$ cat src/hw/rtl/beaver_share_multiply_engine_macros.svh
// ----------------------------------------------------------------------------
// Assertion macros
// Shared concurrent assertion forms for the share multiply engine.
// ----------------------------------------------------------------------------
`ifndef BEAVER_SHARE_MULTIPLY_ENGINE_MACROS_SVH
`define BEAVER_SHARE_MULTIPLY_ENGINE_MACROS_SVH

// Same-cycle implication, clocked on clk, off during reset.
`define BSME_ASSERT_IMP(label, ante, cons, msg) \
    label: assert property (@(posedge clk) disable iff (!rst_n) (ante) |-> (cons)) \
        else $error(msg);

// Next-cycle implication, clocked on clk, off during reset.
`define BSME_ASSERT_NXT(label, ante, cons, msg) \
    label: assert property (@(posedge clk) disable iff (!rst_n) (ante) |=> (cons)) \
        else $error(msg);

`endif

$ cat src/hw/rtl/bsme_pkg.sv
// ----------------------------------------------------------------------------
// bsme_pkg
// Types, codes and helpers shared by the share multiply engine modules.
// ----------------------------------------------------------------------------
`default_nettype none

package bsme_pkg;

    localparam int DATA_W    = 64;
    localparam int HALF_W    = DATA_W / 2;
    localparam int WIDTH_W   = 7;
    localparam int OP_W      = 3;
    localparam int CFG_IDX_W = 1;
    localparam int Q_DEPTH   = 2;
    localparam int Q_PTR_W   = $clog2(Q_DEPTH);
    localparam int Q_CNT_W   = $clog2(Q_DEPTH + 1);

    typedef logic [DATA_W-1:0] word_t;

    typedef enum logic [OP_W-1:0] {
        OP_MUL    = 3'd0,
        OP_CROSS  = 3'd1,
        OP_VMUL   = 3'd2,
        OP_FMULT  = 3'd3,
        OP_SELECT = 3'd4,
        OP_OSWAP  = 3'd5
    } op_t;

    localparam logic KIND_START  = 1'b0;
    localparam logic KIND_FINISH = 1'b1;

    localparam logic [CFG_IDX_W-1:0] REG_WIDTH = 1'd0;
    localparam logic [CFG_IDX_W-1:0] REG_PARTY = 1'd1;

    localparam word_t MASK_RESET = '1;

    typedef struct packed {
        logic              kind;
        logic [OP_W-1:0]   operation;
        word_t             share_a;
        word_t             share_b;
        logic              flag_share;
        word_t             trip_x;
        word_t             trip_y;
        word_t             trip_z;
        word_t             peer_open_x;
        word_t             peer_open_y;
    } in_item_t;

    // r0: blinded x on start, addend on finish; r1: blinded y or flag-op a+b, else 0
    typedef struct packed {
        logic  fin;
        logic  err;
        logic  wen;
        word_t r0;
        word_t r1;
        word_t m0a;
        word_t m0b;
        word_t m1a;
        word_t m1b;
        word_t m2a;
        word_t m2b;
    } qent_t;

    function automatic word_t mask_of(input logic [WIDTH_W-1:0] w);
        word_t m;
        if (w == '0)
        begin
            m = '0;
        end
        else if (w >= WIDTH_W'(DATA_W))
        begin
            m = '1;
        end
        else
        begin
            m = (word_t'(1) << w) - word_t'(1);
        end
        return m;
    endfunction

endpackage

`default_nettype wire

$ cat src/hw/rtl/bsme_front.sv
// ----------------------------------------------------------------------------
// bsme_front
// Accepts items, holds the pending start and builds the work entry for the
// back end: blinded values on start, multiplier operands on finish.
// ----------------------------------------------------------------------------
`default_nettype none
`include "beaver_share_multiply_engine_macros.svh"

module bsme_front (
    input  wire logic              clk,
    input  wire logic              rst_n,
    input  wire bsme_pkg::in_item_t item,
    input  wire logic              push,
    input  wire logic              q_full,
    input  wire logic              party,
    output logic                   enq,
    output bsme_pkg::qent_t        ent
);
    import bsme_pkg::*;

    logic              accept;
    logic              fin_accept;
    logic              flag_in;
    word_t             base_in;
    word_t             v_in;
    word_t             sv_in;
    logic              held_flag_op;

    logic              pending_valid_reg;
    logic [OP_W-1:0]   pending_op_reg;
    word_t             held_a_reg;
    word_t             held_b_reg;
    logic              held_flag_reg;
    word_t             held_tx_reg;
    word_t             held_ty_reg;
    word_t             held_tz_reg;
    word_t             held_v_reg;
    word_t             held_sv_reg;

    assign accept     = push && !q_full;
    assign enq        = accept;
    assign fin_accept = accept && (item.kind == KIND_FINISH);

    assign flag_in = (item.operation == OP_FMULT) || (item.operation == OP_SELECT)
                  || (item.operation == OP_OSWAP);
    assign base_in = (item.operation == OP_FMULT) ? '0 : item.share_a;
    assign v_in    = item.share_b - base_in;
    assign sv_in   = item.flag_share ? (base_in - item.share_b) : v_in;

    assign held_flag_op = (pending_op_reg == OP_FMULT) || (pending_op_reg == OP_SELECT)
                       || (pending_op_reg == OP_OSWAP);

    always_comb
    begin
        ent = '0;
        if (item.kind == KIND_START)
        begin
            priority if (item.operation == OP_VMUL)
            begin
                ent.r0 = item.share_a + item.trip_x;
            end
            else if (flag_in)
            begin
                ent.r0 = sv_in + item.trip_x;
                ent.r1 = word_t'(item.flag_share) + item.trip_y;
            end
            else
            begin
                ent.r0 = item.share_a + item.trip_x;
                ent.r1 = item.share_b + item.trip_y;
            end
        end
        else
        begin
            ent.fin = 1'b1;
            priority if (!pending_valid_reg)
            begin
                ent.err = 1'b1;
            end
            else if (pending_op_reg == OP_VMUL)
            begin
                ent.m0a = party ? (word_t'(0) - held_tx_reg) : held_a_reg;
                ent.m0b = item.peer_open_x;
                ent.r0  = held_tz_reg;
            end
            else if (held_flag_op)
            begin
                ent.m0a = held_sv_reg;
                ent.m0b = item.peer_open_y;
                ent.m1a = held_ty_reg;
                ent.m1b = item.peer_open_x;
                ent.r0  = held_tz_reg + (held_flag_reg ? held_v_reg : '0)
                        + ((pending_op_reg == OP_FMULT) ? '0 : held_a_reg);
                ent.r1  = held_a_reg + held_b_reg;
                ent.wen = (pending_op_reg == OP_OSWAP);
            end
            else
            begin
                ent.m0a = held_a_reg;
                ent.m0b = item.peer_open_y;
                ent.m1a = held_ty_reg;
                ent.m1b = item.peer_open_x;
                ent.m2a = (pending_op_reg == OP_CROSS) ? '0 : held_a_reg;
                ent.m2b = held_b_reg;
                ent.r0  = held_tz_reg;
            end
        end
    end

    always_ff @(posedge clk or negedge rst_n)
    begin
        if (!rst_n)
        begin
            pending_valid_reg <= 1'b0;
            pending_op_reg    <= '0;
            held_a_reg        <= '0;
            held_b_reg        <= '0;
            held_flag_reg     <= 1'b0;
            held_tx_reg       <= '0;
            held_ty_reg       <= '0;
            held_tz_reg       <= '0;
            held_v_reg        <= '0;
            held_sv_reg       <= '0;
        end
        else if (accept)
        begin
            if (item.kind == KIND_START)
            begin
                pending_valid_reg <= 1'b1;
                pending_op_reg    <= item.operation;
                held_a_reg        <= item.share_a;
                held_b_reg        <= item.share_b;
                held_flag_reg     <= item.flag_share;
                held_tx_reg       <= item.trip_x;
                held_ty_reg       <= item.trip_y;
                held_tz_reg       <= item.trip_z;
                held_v_reg        <= v_in;
                held_sv_reg       <= sv_in;
            end
            else
            begin
                pending_valid_reg <= 1'b0;
            end
        end
    end

    `BSME_ASSERT_NXT(a_fin_clears, fin_accept, !pending_valid_reg, "start survived finish")

endmodule

`default_nettype wire

$ cat config.mk
export PLATFORM = sky130hd
export DESIGN_NAME = bsme_front
export DESIGN_NICKNAME = d
export VERILOG_FILES = /design/src/hw/rtl/bsme_pkg.sv /design/src/hw/rtl/bsme_front.sv
export VERILOG_INCLUDE_DIRS = /design/src /design/src/hw/rtl
export SDC_FILE = /design/constraint.sdc
export NUM_CORES = 2
export LEC_CHECK = 0
export ABC_AREA = 0
export BUFFER_PORTS_ARGS = -buffer_cell sky130_fd_sc_hd__buf_2
export CORE_AREA = 2 2 380 382
export CTS_CLUSTER_DIAMETER = 150
export DETAILED_ROUTE_END_ITERATION = 8
export DIE_AREA = 0 0 382 384
export SYNTH_ARGS = -nofsm -noshare
export SYNTH_HDL_FRONTEND = slang
export SYNTH_SLANG_ARGS = --single-unit
$ cat constraint.sdc
create_clock -name clk -period 11.5 [get_ports clk]
set_input_delay 2.875 -clock clk [delete_from_list [all_inputs] [get_ports clk]]
set_output_delay 2.875 -clock clk [all_outputs]
set_load 0.05 [all_outputs]
==> results.sh <==
export IMPL_outcome="complete, but fails checks"
export IMPL_violations="negative setup slack"
export IMPL_tightest_slew_ns=1.38
export IMPL_grt_pass1_wl_um=420000
export IMPL_nets=9905
export IMPL_wirelength_um=297000
export IMPL_start_util_pct=37.3
export IMPL_crit_type="primary input to output port"
export IMPL_mostFrequentLayoutCells="nand2_1, buf_4, buf_2"
export IMPL_cts_tree="done"
export IMPL_hold_violations=0
export IMPL_ys_seq_elements=453
export IMPL_grt_pass1_vias=60100
export IMPL_start_kind="primary input"
export IMPL_yosysSeqAreaShare_pct=21.3
export IMPL_dpl_hpwl_um=243000
export IMPL_htree_num_levels=2
export IMPL_hp_class="flop to flop"
export IMPL_num_io_pins=974
export IMPL_drc=0
export IMPL_r2r_slack_ns=10.38
export IMPL_drt_iter0_drc=7263
export IMPL_period_needed_ns=11.69
export IMPL_slowest_delay_ns=0.38
export IMPL_slowest_stage="a2111oi_2"
export IMPL_die_area_um2=147000
export IMPL_core_um2=143000
export IMPL_drv_cap=0
export IMPL_port_buffers=973
export IMPL_finalClockSkew_ns=0
export IMPL_yosysUniqueCellTypes=93
export IMPL_num_rows=139
export IMPL_synthesis_nets=8400
export IMPL_clkTransAtPathRegs_ns=0.06
export IMPL_setup_violations=8
export IMPL_tns_ns=-0.759
export IMPL_drtPass1Iterations=6
export IMPL_p_leak_nw=36.2
export IMPL_num_vias=63600
export IMPL_syn_cell_area_um2=53300
export IMPL_synth_edff_count=0
export IMPL_power_mw=11.6
export IMPL_hold_depth=2
export IMPL_die_x_um=382
export IMPL_cts_buffers=61
export IMPL_post_route_cells_drive_above_1_share_pct=26.5
export IMPL_grt_max_degree=212
export IMPL_cp_arrival_ns=8.82
export IMPL_synth_ff_type="dfrtp_1"
export IMPL_cp_common_cell="buf_4"
export IMPL_fp_dieH_um=384
export IMPL_cp_max_fo=10
export IMPL_wl_per_cell_um=27.2
export IMPL_worst_ir_drop_vdd_mv=0.132
export IMPL_finalWeightedCongestion=1.05
export IMPL_clk_path_buf_depth=3
export IMPL_drt_vias_per_instance=5.82
export IMPL_synthArstFlopShare_pct=100
export IMPL_max_freq_mhz=85.5
export IMPL_syn2layout_area_growth_pct=32.9
export IMPL_clock_root_buffer="clkbuf_16"
export IMPL_ys_warn_count=0
export IMPL_power_density_nw_per_um2=163
export IMPL_rsz0062_at_grt="true"
export IMPL_avgSynthCellArea_um2=7.18
export IMPL_ant_nets=0
export IMPL_post_place_ws_ns=-1.01
export IMPL_synth_cells=7423
export IMPL_drv_slew=0
export IMPL_finalWorstSetupSlack_ns=-0.190
export IMPL_max_slew_margin_rel_pct=7.06
export IMPL_insertion_delay_ns=0.69
export IMPL_period_share_pct=102
export IMPL_antenna_found_initial=80
export IMPL_grtUsageTotal_pct=38.8
export IMPL_cp_required_ns=8.63
export IMPL_grt_ovfl_total=0
export IMPL_cts_sinks=453
export IMPL_endpoint_kind="output port"
export IMPL_r2r_cells=3
export IMPL_final_common_cell="nand2_1"
## area by class of cell
| cell class | instances | area [um^2] |
|---|---|---|
| Tap cell | 1903 | 2380 |
| Inverter | 250 | 938 |
| Multi-Input combinational cell | 6259 | 41000 |
| Timing Repair Buffer | 1903 | 12900 |
| Clock inverter | 30 | 485 |
| Antenna cell | 45 | 113 |
| Fill cell | 14400 | 71900 |
| Clock buffer | 80 | 1720 |
| Sequential cell | 453 | 11300 |
## kinds of logic after synthesis
group | Yosys count | share of synthesized area, %
simple gates | 3074 | 26.3
compound gates | 2124 | 24.9
buf+inv | 711 | 5.19
fa+ha+maj | 519 | 13.2
xor+xnor | 469 | 7.70
flops | 453 | 21.3
mux | 73 | 1.44
## cells in the mapped netlist, types with 118 or more instances
library cell / instances / share of area, %
clkbuf_1: 422 / 3.0
nor2_1: 400 / 2.8
inv_1: 250 / 1.8
a21o_1: 225 / 3.2
xnor2_1: 278 / 4.6
o21ai_0: 472 / 4.4
nand4_1: 118 / 1.4
ha_1: 449 / 11
xor2_1: 191 / 3.1
nand2_1: 1646 / 12
a21oi_1: 660 / 6.2
and3_1: 230 / 2.7
dfrtp_1: 453 / 21
and2_1: 217 / 2.5
## stage by stage
| step | utilization [%] | instance area (um^2) | cells | hold slack, ns |
|---|---|---|---|---|
| after global placement | 46.6 | 66500 | 10700 | 0.450 |
| after global routing | 49.6 | 70800 | 10900 | 0.490 |
| after CTS | 48.9 | 69800 | 10900 | 0.469 |
| after floorplan | - | 53400 | 7423 | 0.437 |
| final | 49.6 | 70900 | 10900 | 0.469 |
| after detailed placement | 46.6 | 66500 | 10700 | 0.454 |
## critical path: cells and delay by family
kind                       cells  cell delay, ns
and+or+nand+nor                6            0.92
AOI/OAI and AO/OA             14            2.87
buffers and inverters          8            1.03
adders and majority gates      3            0.71
xor gates and xnor gates       2            0.30
muxes                          1            0.08
## final timing paths
check,start,end
setup / recovery,item[451],ent[510]
hold / removal,held_ty_reg[3]$_DFFE_PN0P_,held_ty_reg[3]$_DFFE_PN0P_
setup reg to reg,held_a_reg[38]$_DFFE_PN0P_,held_a_reg[38]$_DFFE_PN0P_
hold reg to reg,held_ty_reg[3]$_DFFE_PN0P_,held_ty_reg[3]$_DFFE_PN0P_
max in group asynchronous,rst_n,held_a_reg[9]$_DFFE_PN0P_
min in group asynchronous,rst_n,held_tz_reg[58]$_DFFE_PN0P_
## power by group
| part | total (mW) | switching, mW | internal (mW) |
|---|---|---|---|
| clock | 2.17 | 0.858 | 1.31 |
| sequential | 2.35 | 0.451 | 1.90 |
| combinational | 7.04 | 4.33 | 2.72 |
## per-layer routing
| metal | GRT usage (%) | wire length, um | vias to the layer above |
|---|---|---|---|
| li1 | - | - | 29100 |
| met1 | 54.2 | 128000 | 30700 |
| met2 | 57.6 | 125000 | 3260 |
| met3 | 7.31 | 28600 | 521 |
| met4 | 17.6 | 14800 | 16 |
| met5 | 0 | 109 | - |
## what timing repair did
action	4_1_cts	5_1_grt
hold buffers	0	0
endpoints found under the setup margin	39	42
buffers inserted	25	19
gates resized for setup	202	198
pin swaps	45	68
(Power assumes the default switching activity.)
