$ cat config.mk
export PLATFORM = sky130hd
export DESIGN_NAME = bsme_queue
export DESIGN_NICKNAME = d
export VERILOG_FILES = /design/src/hw/rtl/bsme_pkg.sv /design/src/hw/rtl/bsme_queue.sv
export VERILOG_INCLUDE_DIRS = /design/src /design/src/hw/rtl
export SDC_FILE = /design/constraint.sdc
export NUM_CORES = 1
export LEC_CHECK = 0
export BUFFER_PORTS_ARGS = -buffer_cell sky130_fd_sc_hd__buf_4
export CAP_MARGIN = 30
export CORE_AREA = 2 2 402 404
export DETAILED_ROUTE_END_ITERATION = 10
export DIE_AREA = 0 0 404 406
export PLACE_DENSITY = 0.48
export SLEW_MARGIN = 10
export SYNTH_ARGS = -nofsm -noshare
export SYNTH_HDL_FRONTEND = slang
export SYNTH_SLANG_ARGS = --single-unit
$ cat constraint.sdc
create_clock -name clk -period 23.1 [get_ports clk]
set_clock_uncertainty 0.1 [all_clocks]
set_input_delay 1.155 -clock clk [delete_from_list [all_inputs] [get_ports clk]]
set_output_delay 1.155 -clock clk [all_outputs]
set_load 0.005 [all_outputs]
$ cat src/hw/rtl/beaver_share_multiply_engine_macros.svh
// ----------------------------------------------------------------------------
// Assertion macros
// Shared concurrent assertion forms for the share multiply engine.
// ----------------------------------------------------------------------------
`ifndef BEAVER_SHARE_MULTIPLY_ENGINE_MACROS_SVH
`define BEAVER_SHARE_MULTIPLY_ENGINE_MACROS_SVH

// Same-cycle implication, clocked on clk, off during reset.
`define BSME_ASSERT_IMP(label, ante, cons, msg) \
    label: assert property (@(posedge clk) disable iff (!rst_n) (ante) |-> (cons)) \
        else $error(msg);

// Next-cycle implication, clocked on clk, off during reset.
`define BSME_ASSERT_NXT(label, ante, cons, msg) \
    label: assert property (@(posedge clk) disable iff (!rst_n) (ante) |=> (cons)) \
        else $error(msg);

`endif

$ cat src/hw/rtl/bsme_pkg.sv
// ----------------------------------------------------------------------------
// bsme_pkg
// Types, codes and helpers shared by the share multiply engine modules.
// ----------------------------------------------------------------------------
`default_nettype none

package bsme_pkg;

    localparam int DATA_W    = 64;
    localparam int HALF_W    = DATA_W / 2;
    localparam int WIDTH_W   = 7;
    localparam int OP_W      = 3;
    localparam int CFG_IDX_W = 1;
    localparam int Q_DEPTH   = 2;
    localparam int Q_PTR_W   = $clog2(Q_DEPTH);
    localparam int Q_CNT_W   = $clog2(Q_DEPTH + 1);

    typedef logic [DATA_W-1:0] word_t;

    typedef enum logic [OP_W-1:0] {
        OP_MUL    = 3'd0,
        OP_CROSS  = 3'd1,
        OP_VMUL   = 3'd2,
        OP_FMULT  = 3'd3,
        OP_SELECT = 3'd4,
        OP_OSWAP  = 3'd5
    } op_t;

    localparam logic KIND_START  = 1'b0;
    localparam logic KIND_FINISH = 1'b1;

    localparam logic [CFG_IDX_W-1:0] REG_WIDTH = 1'd0;
    localparam logic [CFG_IDX_W-1:0] REG_PARTY = 1'd1;

    localparam word_t MASK_RESET = '1;

    typedef struct packed {
        logic              kind;
        logic [OP_W-1:0]   operation;
        word_t             share_a;
        word_t             share_b;
        logic              flag_share;
        word_t             trip_x;
        word_t             trip_y;
        word_t             trip_z;
        word_t             peer_open_x;
        word_t             peer_open_y;
    } in_item_t;

    // r0: blinded x on start, addend on finish; r1: blinded y or flag-op a+b, else 0
    typedef struct packed {
        logic  fin;
        logic  err;
        logic  wen;
        word_t r0;
        word_t r1;
        word_t m0a;
        word_t m0b;
        word_t m1a;
        word_t m1b;
        word_t m2a;
        word_t m2b;
    } qent_t;

    function automatic word_t mask_of(input logic [WIDTH_W-1:0] w);
        word_t m;
        if (w == '0)
        begin
            m = '0;
        end
        else if (w >= WIDTH_W'(DATA_W))
        begin
            m = '1;
        end
        else
        begin
            m = (word_t'(1) << w) - word_t'(1);
        end
        return m;
    endfunction

endpackage

`default_nettype wire

$ cat src/hw/rtl/bsme_queue.sv
// ----------------------------------------------------------------------------
// bsme_queue
// Short register queue of work entries between front and back end.
// ----------------------------------------------------------------------------
`default_nettype none
`include "beaver_share_multiply_engine_macros.svh"

module bsme_queue (
    input  wire logic            clk,
    input  wire logic            rst_n,
    input  wire logic            enq,
    input  wire bsme_pkg::qent_t ent_in,
    input  wire logic            deq,
    output bsme_pkg::qent_t      ent_out,
    output logic                 full,
    output logic                 empty
);
    import bsme_pkg::*;

    qent_t                mem_reg [Q_DEPTH];
    logic [Q_PTR_W-1:0]   wr_ptr_reg;
    logic [Q_PTR_W-1:0]   wr_ptr_next;
    logic [Q_PTR_W-1:0]   rd_ptr_reg;
    logic [Q_PTR_W-1:0]   rd_ptr_next;
    logic [Q_CNT_W-1:0]   count_reg;
    logic [Q_CNT_W-1:0]   count_next;

    assign full    = (count_reg == Q_CNT_W'(Q_DEPTH));
    assign empty   = (count_reg == '0);
    assign ent_out = mem_reg[rd_ptr_reg];

    always_comb
    begin
        wr_ptr_next = wr_ptr_reg;
        rd_ptr_next = rd_ptr_reg;
        count_next  = count_reg;
        if (enq)
        begin
            wr_ptr_next = (wr_ptr_reg == Q_PTR_W'(Q_DEPTH - 1)) ? '0 : wr_ptr_reg + 1'b1;
        end
        if (deq)
        begin
            rd_ptr_next = (rd_ptr_reg == Q_PTR_W'(Q_DEPTH - 1)) ? '0 : rd_ptr_reg + 1'b1;
        end
        unique case ({enq, deq})
            2'b10:   count_next = count_reg + 1'b1;
            2'b01:   count_next = count_reg - 1'b1;
            default: count_next = count_reg;
        endcase
    end

    always_ff @(posedge clk or negedge rst_n)
    begin
        if (!rst_n)
        begin
            wr_ptr_reg <= '0;
            rd_ptr_reg <= '0;
            count_reg  <= '0;
        end
        else
        begin
            wr_ptr_reg <= wr_ptr_next;
            rd_ptr_reg <= rd_ptr_next;
            count_reg  <= count_next;
        end
    end

    always_ff @(posedge clk)
    begin
        if (enq)
        begin
            mem_reg[wr_ptr_reg] <= ent_in;
        end
    end

    `BSME_ASSERT_IMP(a_q_no_overflow, enq, !full, "queue written while full")
    `BSME_ASSERT_IMP(a_q_no_underflow, deq, count_reg != '0, "queue read while empty")

endmodule

`default_nettype wire

==> results of run 1 <==
path summary, 6_finish.rpt:
check	from	end
max in group asynchronous	rst_n	wr_ptr_reg
max reg2reg	wr_ptr_reg	mem_reg[0][297]
max	rd_ptr_reg	ent_out[296]
min in group clk	count_reg[1]	count_reg[1]
min reg2reg	count_reg[1]	count_reg[1]
min	rst_n	rd_ptr_reg
metrics by stage:
step	hold WS, ps	instance area, µm²
floorplan	356.3	37370
global placement	376.7	47500
detailed placement	381.6	47560
CTS	32.25	50990
global route	66.96	51020
finish	132.7	51030
power by group through the flow:
| stage | Clock [µW] | Sequential [µW] | Combinational, µW |
|---|---|---|---|
| finish | 1680 | 2580 | 1820 |
| floorplan | 0 | 2790 | 884 |
| global placement | 0 | 2620 | 1850 |
| detailed placement | 0 | 2620 | 1860 |
| global route | 1800 | 2610 | 1940 |
| CTS | 1740 | 2580 | 1870 |
placed cells by master (no fill, tap or decap):
cell type / n
and2_4: 1
buf_12: 3
buf_16: 3
buf_4: 1053
bufinv_16: 4
clkbuf_1: 24
clkbuf_16: 116
clkinv_1: 32
clkinv_16: 4
clkinv_2: 11
clkinvlp_4: 3
dfrtp_1: 3
dfrtp_4: 1
diode_2: 4
edfxtp_1: 1030
ha_1: 1
inv_1: 1
mux2_1: 21
mux2_2: 494
nor2_1: 2
nor2_4: 1
nor2b_1: 1
xnor2_1: 2
xor2_1: 3
synth_stat cells:
| cell | n |
|---|---|
| nor2_1 | 3 |
| mux2_1 | 21 |
| dfrtp_1 | 4 |
| nor2b_1 | 1 |
| inv_1 | 1 |
| xor2_1 | 3 |
| mux2_2 | 494 |
| xnor2_1 | 2 |
| buf_2 | 30 |
| and2_1 | 1 |
| edfxtp_1 | 1030 |
| buf_6 | 27 |
| ha_1 | 1 |
worst max-delay path, delay by kind of cell (launching register included):
family   cells  cell delay (ps)
buf+inv      6             3020
flops        1              890
mux          1              430
layout make-up:
cell class | instances | area, µm² | area share
multi-input cells | 526 | 5889 | 0.1154
repair buffers | 1059 | 8048 | 0.1577
well taps | 2086 | 2610 | 0.05115
clock inverters | 54 | 437.9 | 0.008582
inverters | 1 | 3.754 | 0.00007356
clock buffers | 140 | 2993 | 0.05865
diodes | 4 | 10.01 | 0.0001962
flip-flops and latches | 1034 | 31030 | 0.6082
cell families after synthesis:
logic type    after synthesis  share of synthesized area
flops                    1034                     0.8304
mux                       515                     0.1552
buf+inv                    58                    0.01225
xor+xnor                    5                   0.001172
simple gates                5                  0.0006364
fa+ha+maj                   1                  0.0003348
routing by layer:
layer  global-route usage  vias up  share of wire
met4              0.03633       24          0.020
met3              0.04786      155          0.091
li1                     -     8729              -
met1               0.1494     9843           0.40
met2               0.2056      710           0.49
met5                    0        -         0.0016
==> run_results.csv, run 1 <==
group,metric,value,unit
synth,synthCells,1618,
pwr,pwr-share-seq,0.425,
place,place_inst,4705,
synth,yosysTopAreaCellShare,0.8277,
sta,rsz0062_at_grt,"false",
synth,yosys-top-cells-area,"edfxtp_1, mux2_2, buf_6",
place,place_ws,17200,ps
synth,synth_top_cell_by_area,"edfxtp_1",
clock_tree,path_clk_slew,50,ps
sta,fin_crit_sh,0.2852,
worst_setup_path,crit_chain,"buf_4 -> buf_16 -> buf_4 -> buf_4 -> buf_4 -> mux2_2 -> buf_4",
clock_tree,clk_latency,690,ps
floorplanning,fp.dieH,406,µm
sta,drv_slew,0,
floorplanning,start_util,0.2341,
place,io_buffer_count,1035,
global_route,grt_pass1_vias,19731,
sta,max_freq,151.8,MHz
worst_setup_path,crit_required,21850,ps
sta,setup_slack,16510,ps
synth,yosysWarnings,0,
pwr,p_sw_frac,0.2794,
routing,firstDrtPassIters,5,
sta,worst_slew_pin_slew,1081,ps
routing,vias,19461,
clock_tree,htreeDepth,3,
routing,drtIter0Drc,1165,
global_route,grt_pass1_wl,146.5,mm
worst_setup_path,max_stage_delay,890,ps
pwr,p_leak,0.01856,µW
synth,ys_seq_area_frac,0.8304,
sta,tns,0,ps
place,gp_congestion,0.8053,
synth,synth_area_per_cell,23.09,µm²
worst_setup_path,rr_worst_depth,6,
worst_setup_path,crit_arrival,5330,ps
worst_setup_path,criticalPathCategory,"reg2out",
pwr,powerDensity,119.1,nW/µm²
clock_tree,root_buffer,"clkbuf_16",
synth,synth_fp_nets,2138,
clock_tree,postCtsHoldBufs,0,
synth,synth_cell_types,13,
cells_and_area,drive_gt1_frac,0.6020,
global_route,grt-ovfl-total,0,
cells_and_area,largest_reg_flops,1030,
pwr,p_comb_frac,0.299,
pwr,p_sw,1698,µW
worst_setup_path,crit_path_start_kind,"register",
pwr,intPower,4379,µW
synth,ys_ff_latch,1034,
floorplanning,core-area,159600,µm²
floorplanning,dieArea,164000,µm²
pwr,total_power,6077,µW
global_route,grt_max_degree,158,
sta,hold_viol,0,
floorplanning,core.rowCount,147,
routing,final_antenna_net_count,0,
floorplanning,die_width,404,µm
sta,period_needed,6587,ps
outcome,outcome,"completed",
clock_tree,numCtsBuffers,113,
worst_setup_path,crit_top_cell,"buf_4",
place,dp_hpwl,77.17,mm
cells_and_area,fillers,15584,
worst_setup_path,reg2reg_slack,18550,ps
routing,wl_per_cell,22.04,µm
clock_tree,clk_path_buf_depth,3,
synth,synth_area,37370,µm²
clock_tree,tritoncts,"done",
flow_run,drv_cap,0,
routing,drc,0,
sta,maxSlewHeadroom,0.2794,
cells_and_area,final_util,0.3196,
pwr,vdd_drop_max,0.1159,mV
routing,vias_per_cell,3.968,
clock_tree,post_cts_buffers,0,
clock_tree,cts.sink_count,1034,
worst_setup_path,slowest_stage,"dfrtp_4",
worst_setup_path,setup.worst_path.end_class,"output port",
pwr,clkPwrFrac,0.276,
cells_and_area,final_cells,4904,
worst_setup_path,crit_fanout,71,
cells_and_area,finish.net_count,3255,
clock_tree,postCtsResizedCells,0,
routing,wl,108.1,mm
floorplanning,pin_count,1036,
global_route,grt_antenna_before_repair,21,
cells_and_area,areaGrowthSynthToFinish,36.55,%
global_route,grtUsageTotal,0.1241,
sta,finalSetupViolCount,0,
hold_path,hold_path_class,"in2async",
Note: power is estimated with default switching activity, not from simulation.
==> run 2: changes to the inputs <==
==> constraint.sdc (replaced) <==
create_clock -name clk -period 5.4 [get_ports clk]
set_clock_uncertainty 0.1 [all_clocks]
set_input_delay 0.27 -clock clk [delete_from_list [all_inputs] [get_ports clk]]
set_output_delay 0.27 -clock clk [all_outputs]
set_load 0.005 [all_outputs]
==> run 2 against run 1 <==
Net effect: sequential power rose to 4.3 times the previous value; cell count up 11%; first-iteration DRC count fell by 6.7%; core utilization grew 3.5 points; global-route usage up 0.86 points; critical path type unchanged; flip-flop and latch count unchanged; clock-buffer cell count up 3; wire length is 5.8% higher; clock power rose to 4.6 times the previous value; critical path depth is 4 lower; via count rose by 10%; largest cell class unchanged.
==> run_results.csv, run 2 (synthesis results as in run 1) <==
group,metric,value,unit
floorplanning,pin_count,1036,
global_route,grt-ovfl-total,0,
sta,rsz0062_at_grt,"false",
outcome,outcome,"completed",
sta,worst_slew_pin_slew,901.3,ps
cells_and_area,drive_gt1_frac,0.5134,
sta,fin_crit_sh,0.6023,
pwr,clkPwrFrac,0.288,
pwr,p_comb_frac,0.301,
worst_setup_path,crit_fanout,116,
clock_tree,cts.sink_count,1034,
cells_and_area,final_cells,5444,
cells_and_area,final_cell_mix,"buf_4, edfxtp_1, dlygate4sd3_1",
cells_and_area,finish.net_count,3779,
worst_setup_path,max_stage_delay,810,ps
hold_path,hold_path_class,"in2reg",
clock_tree,postCtsHoldBufs,519,
pwr,intPower,19430,µW
sta,finalSetupViolCount,0,
worst_setup_path,crit_path_start_kind,"register",
sta,maxSlewHeadroom,0.3977,
place,place_ws,2860,ps
pwr,p_sw_frac,0.2776,
clock_tree,postCtsResizedCells,0,
cells_and_area,multi_input_area,5889,µm²
routing,vias_per_cell,3.944,
clock_tree,path_clk_slew,60,ps
floorplanning,dieArea,164000,µm²
clock_tree,clk_path_buf_depth,3,
cells_and_area,fillers,15298,
cells_and_area,areaGrowthSynthToFinish,51.59,%
flow_run,drv_cap,0,
clock_tree,htreeDepth,3,
sta,period_needed,3252,ps
floorplanning,start_util,0.2341,
worst_setup_path,criticalPathCategory,"reg2out",
clock_tree,numCtsBuffers,117,
routing,drc,0,
cells_and_area,final_common_cell,"buf_4",
floorplanning,die_width,404,µm
place,dp_hpwl,81.28,mm
clock_tree,tritoncts,"done",
clock_tree,post_cts_buffers,0,
pwr,p_sw,7467,µW
sta,tns,0,ps
routing,final_antenna_net_count,0,
global_route,grt_pass1_wl,157.2,mm
place,post_dp_cell_area,47680,µm²
place,io_buffer_count,1035,
sta,hold_viol,0,
worst_setup_path,crit_required,5030,ps
floorplanning,core.rowCount,147,
sta,drv_slew,0,
sta,max_freq,307.5,MHz
global_route,grtUsageTotal,0.1327,
pwr,vdd_drop_max,0.3121,mV
worst_setup_path,setup.worst_path.end_class,"output port",
floorplanning,fp.dieH,406,µm
routing,drtIter0Drc,1087,
pwr,total_power,26900,µW
clock_tree,clk_latency,720,ps
cells_and_area,post-route-cell-area,56640,µm²
clock_tree,root_buffer,"clkbuf_16",
worst_setup_path,crit_arrival,2880,ps
cells_and_area,largest_reg_flops,1030,
global_route,grt_max_degree,127,
routing,firstDrtPassIters,5,
routing,vias,21469,
worst_setup_path,crit_chain,"buf_12 -> mux2_2 -> buf_4",
global_route,grt_antenna_before_repair,32,
pwr,powerDensity,474.8,nW/µm²
global_route,grt_pass1_vias,23286,
worst_setup_path,slowest_stage,"dfrtp_4",
pwr,pwr-share-seq,0.411,
place,place_inst,4707,
pwr,p_leak,0.02092,µW
cells_and_area,final-seq-area,31030,µm²
place,gp_congestion,0.8255,
floorplanning,core-area,159600,µm²
sta,setup_slack,2148,ps
routing,wl,114.3,mm
routing,wl_per_cell,21.00,µm
-- run 2: cell types whose count changed in the layout (fill, tap and decap cells not counted), sizes merged, moves of 3 or more --
cell,change
bufinv,+6
clkbuf,+3
clkinv,+3
diode,+4
dlygate4sd3,+519
inv,+3
-- run 2: per-stage QoR --
stage	utilization	hold slack (ps)
after CTS	0.3547	75.12
after global placement	0.2987	-19.73
after detailed placement	0.2987	-18.38
after floorplan	-	-125.6
final	0.3548	168.9
after global routing	0.3548	95.16
-- run 2: final timing paths --
| check | start | endpoint | slack (ps) | depth (start not counted) |
|---|---|---|---|---|
| max | rd_ptr_reg | ent_out[389] | 2150 | 3 |
| min | ent_in[206] | mem_reg[1][206] | 170 | 2 |
| max reg2reg | wr_ptr_reg | mem_reg[0][401] | 2970 | 2 |
| min reg2reg | count_reg[1] | count_reg[1] | 390 | 1 |
| max in group asynchronous | rst_n | rd_ptr_reg | 4450 | 3 |
| min in group asynchronous | rst_n | count_reg[1] | 550 | 3 |
-- run 2: cell type report --
cell class                      count  area share
Antenna cell                        8   0.0003534
Clock buffer                      143     0.05416
Clock inverter                     67     0.01199
Inverter                            1  0.00006627
Multi-Input combinational cell    526      0.1040
Sequential cell                  1034      0.5479
Tap cell                         2086     0.04608
Timing Repair Buffer             1579      0.2355
-- run 2: power groups by stage --
stage	Combinational (µW)	Sequential (µW)	Clock (µW)
2_1_floorplan	3780	11500	0
3_3_place_gp	7960	11200	0
3_5_place_dp	7950	11200	0
4_1_cts	8340	11100	8010
5_1_grt	8690	11200	8290
6_report	8100	11100	7730
-- run 2: layer usage --
layer | part of all wire | routed length [µm] | GRT usage
met5 | 0.0012 | 138 | 0
met4 | 0.040 | 4559 | 0.05440
met3 | 0.078 | 8966 | 0.04692
met2 | 0.51 | 58680 | 0.2359
met1 | 0.37 | 41970 | 0.1427
-- run 2: critical path: cells and delay by family, from the launching register on --
kind | cells | cell delay, ps
muxes | 1 | 450
DFF | 1 | 810
buffers and inverters | 2 | 600
==> run 3: changes to the inputs <==
--- a/config.mk
+++ b/config.mk
@@ -11,7 +11,7 @@
 export CORE_AREA = 2 2 402 404
 export DETAILED_ROUTE_END_ITERATION = 10
 export DIE_AREA = 0 0 404 406
-export PLACE_DENSITY = 0.48
+export PLACE_DENSITY = 0.46
 export SLEW_MARGIN = 10
 export SYNTH_ARGS = -nofsm -noshare
 export SYNTH_HDL_FRONTEND = slang
==> constraint.sdc (replaced) <==
create_clock -name clk -period 3.2 [get_ports clk]
set_clock_uncertainty 0.1 [all_clocks]
set_input_delay 0.16 -clock clk [delete_from_list [all_inputs] [get_ports clk]]
set_output_delay 0.16 -clock clk [all_outputs]
set_load 0.005 [all_outputs]
==> run 3 against run 2 <==
Net effect: cell area up 3.4%; via count up 4.1%; hold slack lost 92 ps; clock power rose by 64%; register-to-register slack worse by 1800 ps; first-iteration DRC count increased by 1.0%; critical path depth grew 1; wire length up 1.7%; die area stayed put; critical path type unchanged; largest cell class unchanged.
==> run_results.csv, run 3 (synthesis results as in run 1) <==
group,metric,value,unit
worst_setup_path,crit_arrival,2470,ps
floorplanning,dieArea,164000,µm²
pwr,intPower,32750,µW
flow_run,drv_cap,0,
cells_and_area,drive_gt1_frac,0.4955,
worst_setup_path,crit_path_start_kind,"register",
worst_setup_path,crit_required,2940,ps
sta,fin_crit_sh,0.8530,
sta,finalSetupViolCount,0,
routing,drtIter0Drc,1098,
worst_setup_path,criticalPathCategory,"reg2out",
sta,maxSlewHeadroom,0.5473,
pwr,p_comb_frac,0.319,
global_route,grt_pass1_wl,162.1,mm
clock_tree,tritoncts,"done",
place,dp_hpwl,82.55,mm
clock_tree,htreeDepth,3,
floorplanning,pin_count,1036,
worst_setup_path,crit_top_cell,"buf_12",
worst_setup_path,reg2reg_slack,1210,ps
worst_setup_path,worstSetupStartpoint,"rd_ptr_reg",
worst_setup_path,setup.worst_path.end_class,"output port",
cells_and_area,largest_reg_flops,1030,
worst_setup_path,crit_chain,"buf_12 -> buf_12 -> mux2_1 -> buf_4",
clock_tree,clk_latency,690,ps
global_route,grtUsageTotal,0.1354,
sta,worst_slew_pin_slew,679.0,ps
pwr,p_sw,13000,µW
floorplanning,fp.dieH,406,µm
routing,wl,116.3,mm
cells_and_area,final_cell_mix,"buf_4, edfxtp_1, dlygate4sd3_1",
routing,final_antenna_net_count,0,
pwr,pwr-share-seq,0.404,
place,gp_congestion,0.8423,
global_route,grt_pass1_vias,23979,
cells_and_area,areaGrowthSynthToFinish,56.71,%
cells_and_area,final_util,0.3668,
worst_setup_path,max_stage_delay,590,ps
routing,drc,0,
floorplanning,core-area,159600,µm²
outcome,outcome,"completed",
pwr,clkPwrFrac,0.277,
cells_and_area,final_cells,5650,
clock_tree,clk_path_buf_depth,3,
routing,vias,22353,
routing,firstDrtPassIters,4,
pwr,powerDensity,781.1,nW/µm²
clock_tree,path_clk_slew,60,ps
pwr,vdd_drop_max,0.4595,mV
hold_path,hold_path_class,"in2reg",
clock_tree,postCtsResizedCells,0,
sta,max_freq,366.4,MHz
routing,vias_per_cell,3.956,
sta,drv_slew,0,
pwr,p_sw_frac,0.2841,
floorplanning,start_util,0.2341,
worst_setup_path,crit_end,"ent_out[260]",
sta,fin_hold_ws,77.06,ps
cells_and_area,final_common_cell,"buf_4",
cells_and_area,fillers,15141,
floorplanning,core.rowCount,147,
routing,wl_per_cell,20.58,µm
worst_setup_path,crit_fanout,44,
place,place_inst,4743,
floorplanning,die_width,404,µm
global_route,grt-ovfl-total,0,
clock_tree,root_buffer,"clkbuf_16",
worst_setup_path,r2r-end,"mem_reg[1][318]",
pwr,p_leak,0.02178,µW
worst_setup_path,rr_worst_depth,3,
sta,rsz0062_at_grt,"false",
global_route,grt_max_degree,93,
hold_path,holdPathStages,2,
place,io_buffer_count,1035,
worst_setup_path,slowest_stage,"dfrtp_4",
cells_and_area,finish.net_count,3975,
worst_setup_path,timing.rr.start,"wr_ptr_reg",
pwr,total_power,45740,µW
global_route,grt_antenna_before_repair,28,
clock_tree,cts.sink_count,1034,
sta,period_needed,2730,ps
clock_tree,numCtsBuffers,113,
sta,hold_viol,0,
==> run 3: changes by cell type in the layout (fill, tap and decap cells not counted), moves of 4 or more <==
cell | previous run | this run
clkinv_1 | 23 | 30
clkbuf_1 | 24 | 15
buf_12 | 15 | 24
clkinv_4 | 7 | 3
clkbuf_16 | 119 | 115
dlygate4sd3_1 | 519 | 683
clkinv_2 | 18 | 29
diode_2 | 8 | 12
buf_4 | 1045 | 1072
==> run 3: metrics by stage <==
stage	cell area [µm²]	setup WS (ps)	setup TNS, ps
finish	58560	470.5	0
floorplan	37380	-5368	-4865900
global route	58550	319.0	0
global placement	48060	1142	0
detailed placement	48060	1124	0
CTS	58530	316.8	0
==> run 3: cell type report <==
type                    instances  area [µm²]  area share
clock inverters                82       693.2     0.01184
diodes                         12       30.03   0.0005128
well taps                    2086        2610     0.04457
inverters                       1       3.754  0.00006410
clock buffers                 130        2934     0.05010
flip-flops and latches       1034       31030      0.5300
multi-input cells             526        5889      0.1006
repair buffers               1779       15360      0.2624
==> run 3: critical path, delay by kind of cell, from the launching register on <==
| family | cells | cell delay [ps] |
|---|---|---|
| mux | 1 | 370 |
| buf+inv | 3 | 690 |
| flops | 1 | 590 |
==> run 3: how the worst min path moves through the flow <==
stage | from | endpoint | slack [ps]
after floorplan | rst_n | count_reg[0] | -240
after global placement | rst_n | count_reg[1] | -140
after detailed placement | rst_n | count_reg[1] | -140
after CTS | ent_in[140] | mem_reg[1][140] | 0.05
after global routing | ent_in[274] | mem_reg[0][274] | 10
final | ent_in[125] | mem_reg[1][125] | 80
==> run 3: routing by layer <==
layer	GRT usage	wire, µm	vias to the layer above
li1	-	-	10210
met1	0.1474	43030	11140
met2	0.2394	59620	765
met3	0.04767	9488	218
met4	0.05401	4024	20
met5	0	134	-
==> run 3: repair_timing <==
action                                 in CTS  in global routing
hold buffers                              683                  0
setup endpoints to repair                   0                  0
endpoints found under the hold margin    1055                  0
setup buffers                               0                  0
==> run 3: power groups by stage <==
stage / Sequential (µW) / Combinational [µW] / Clock [µW]
6_report: 18500 / 14600 / 12700
5_1_grt: 18700 / 15500 / 13600
4_1_cts: 18500 / 15000 / 13100
3_5_place_dp: 18800 / 14200 / 0
3_3_place_gp: 18800 / 14200 / 0
2_1_floorplan: 19200 / 6330 / 0
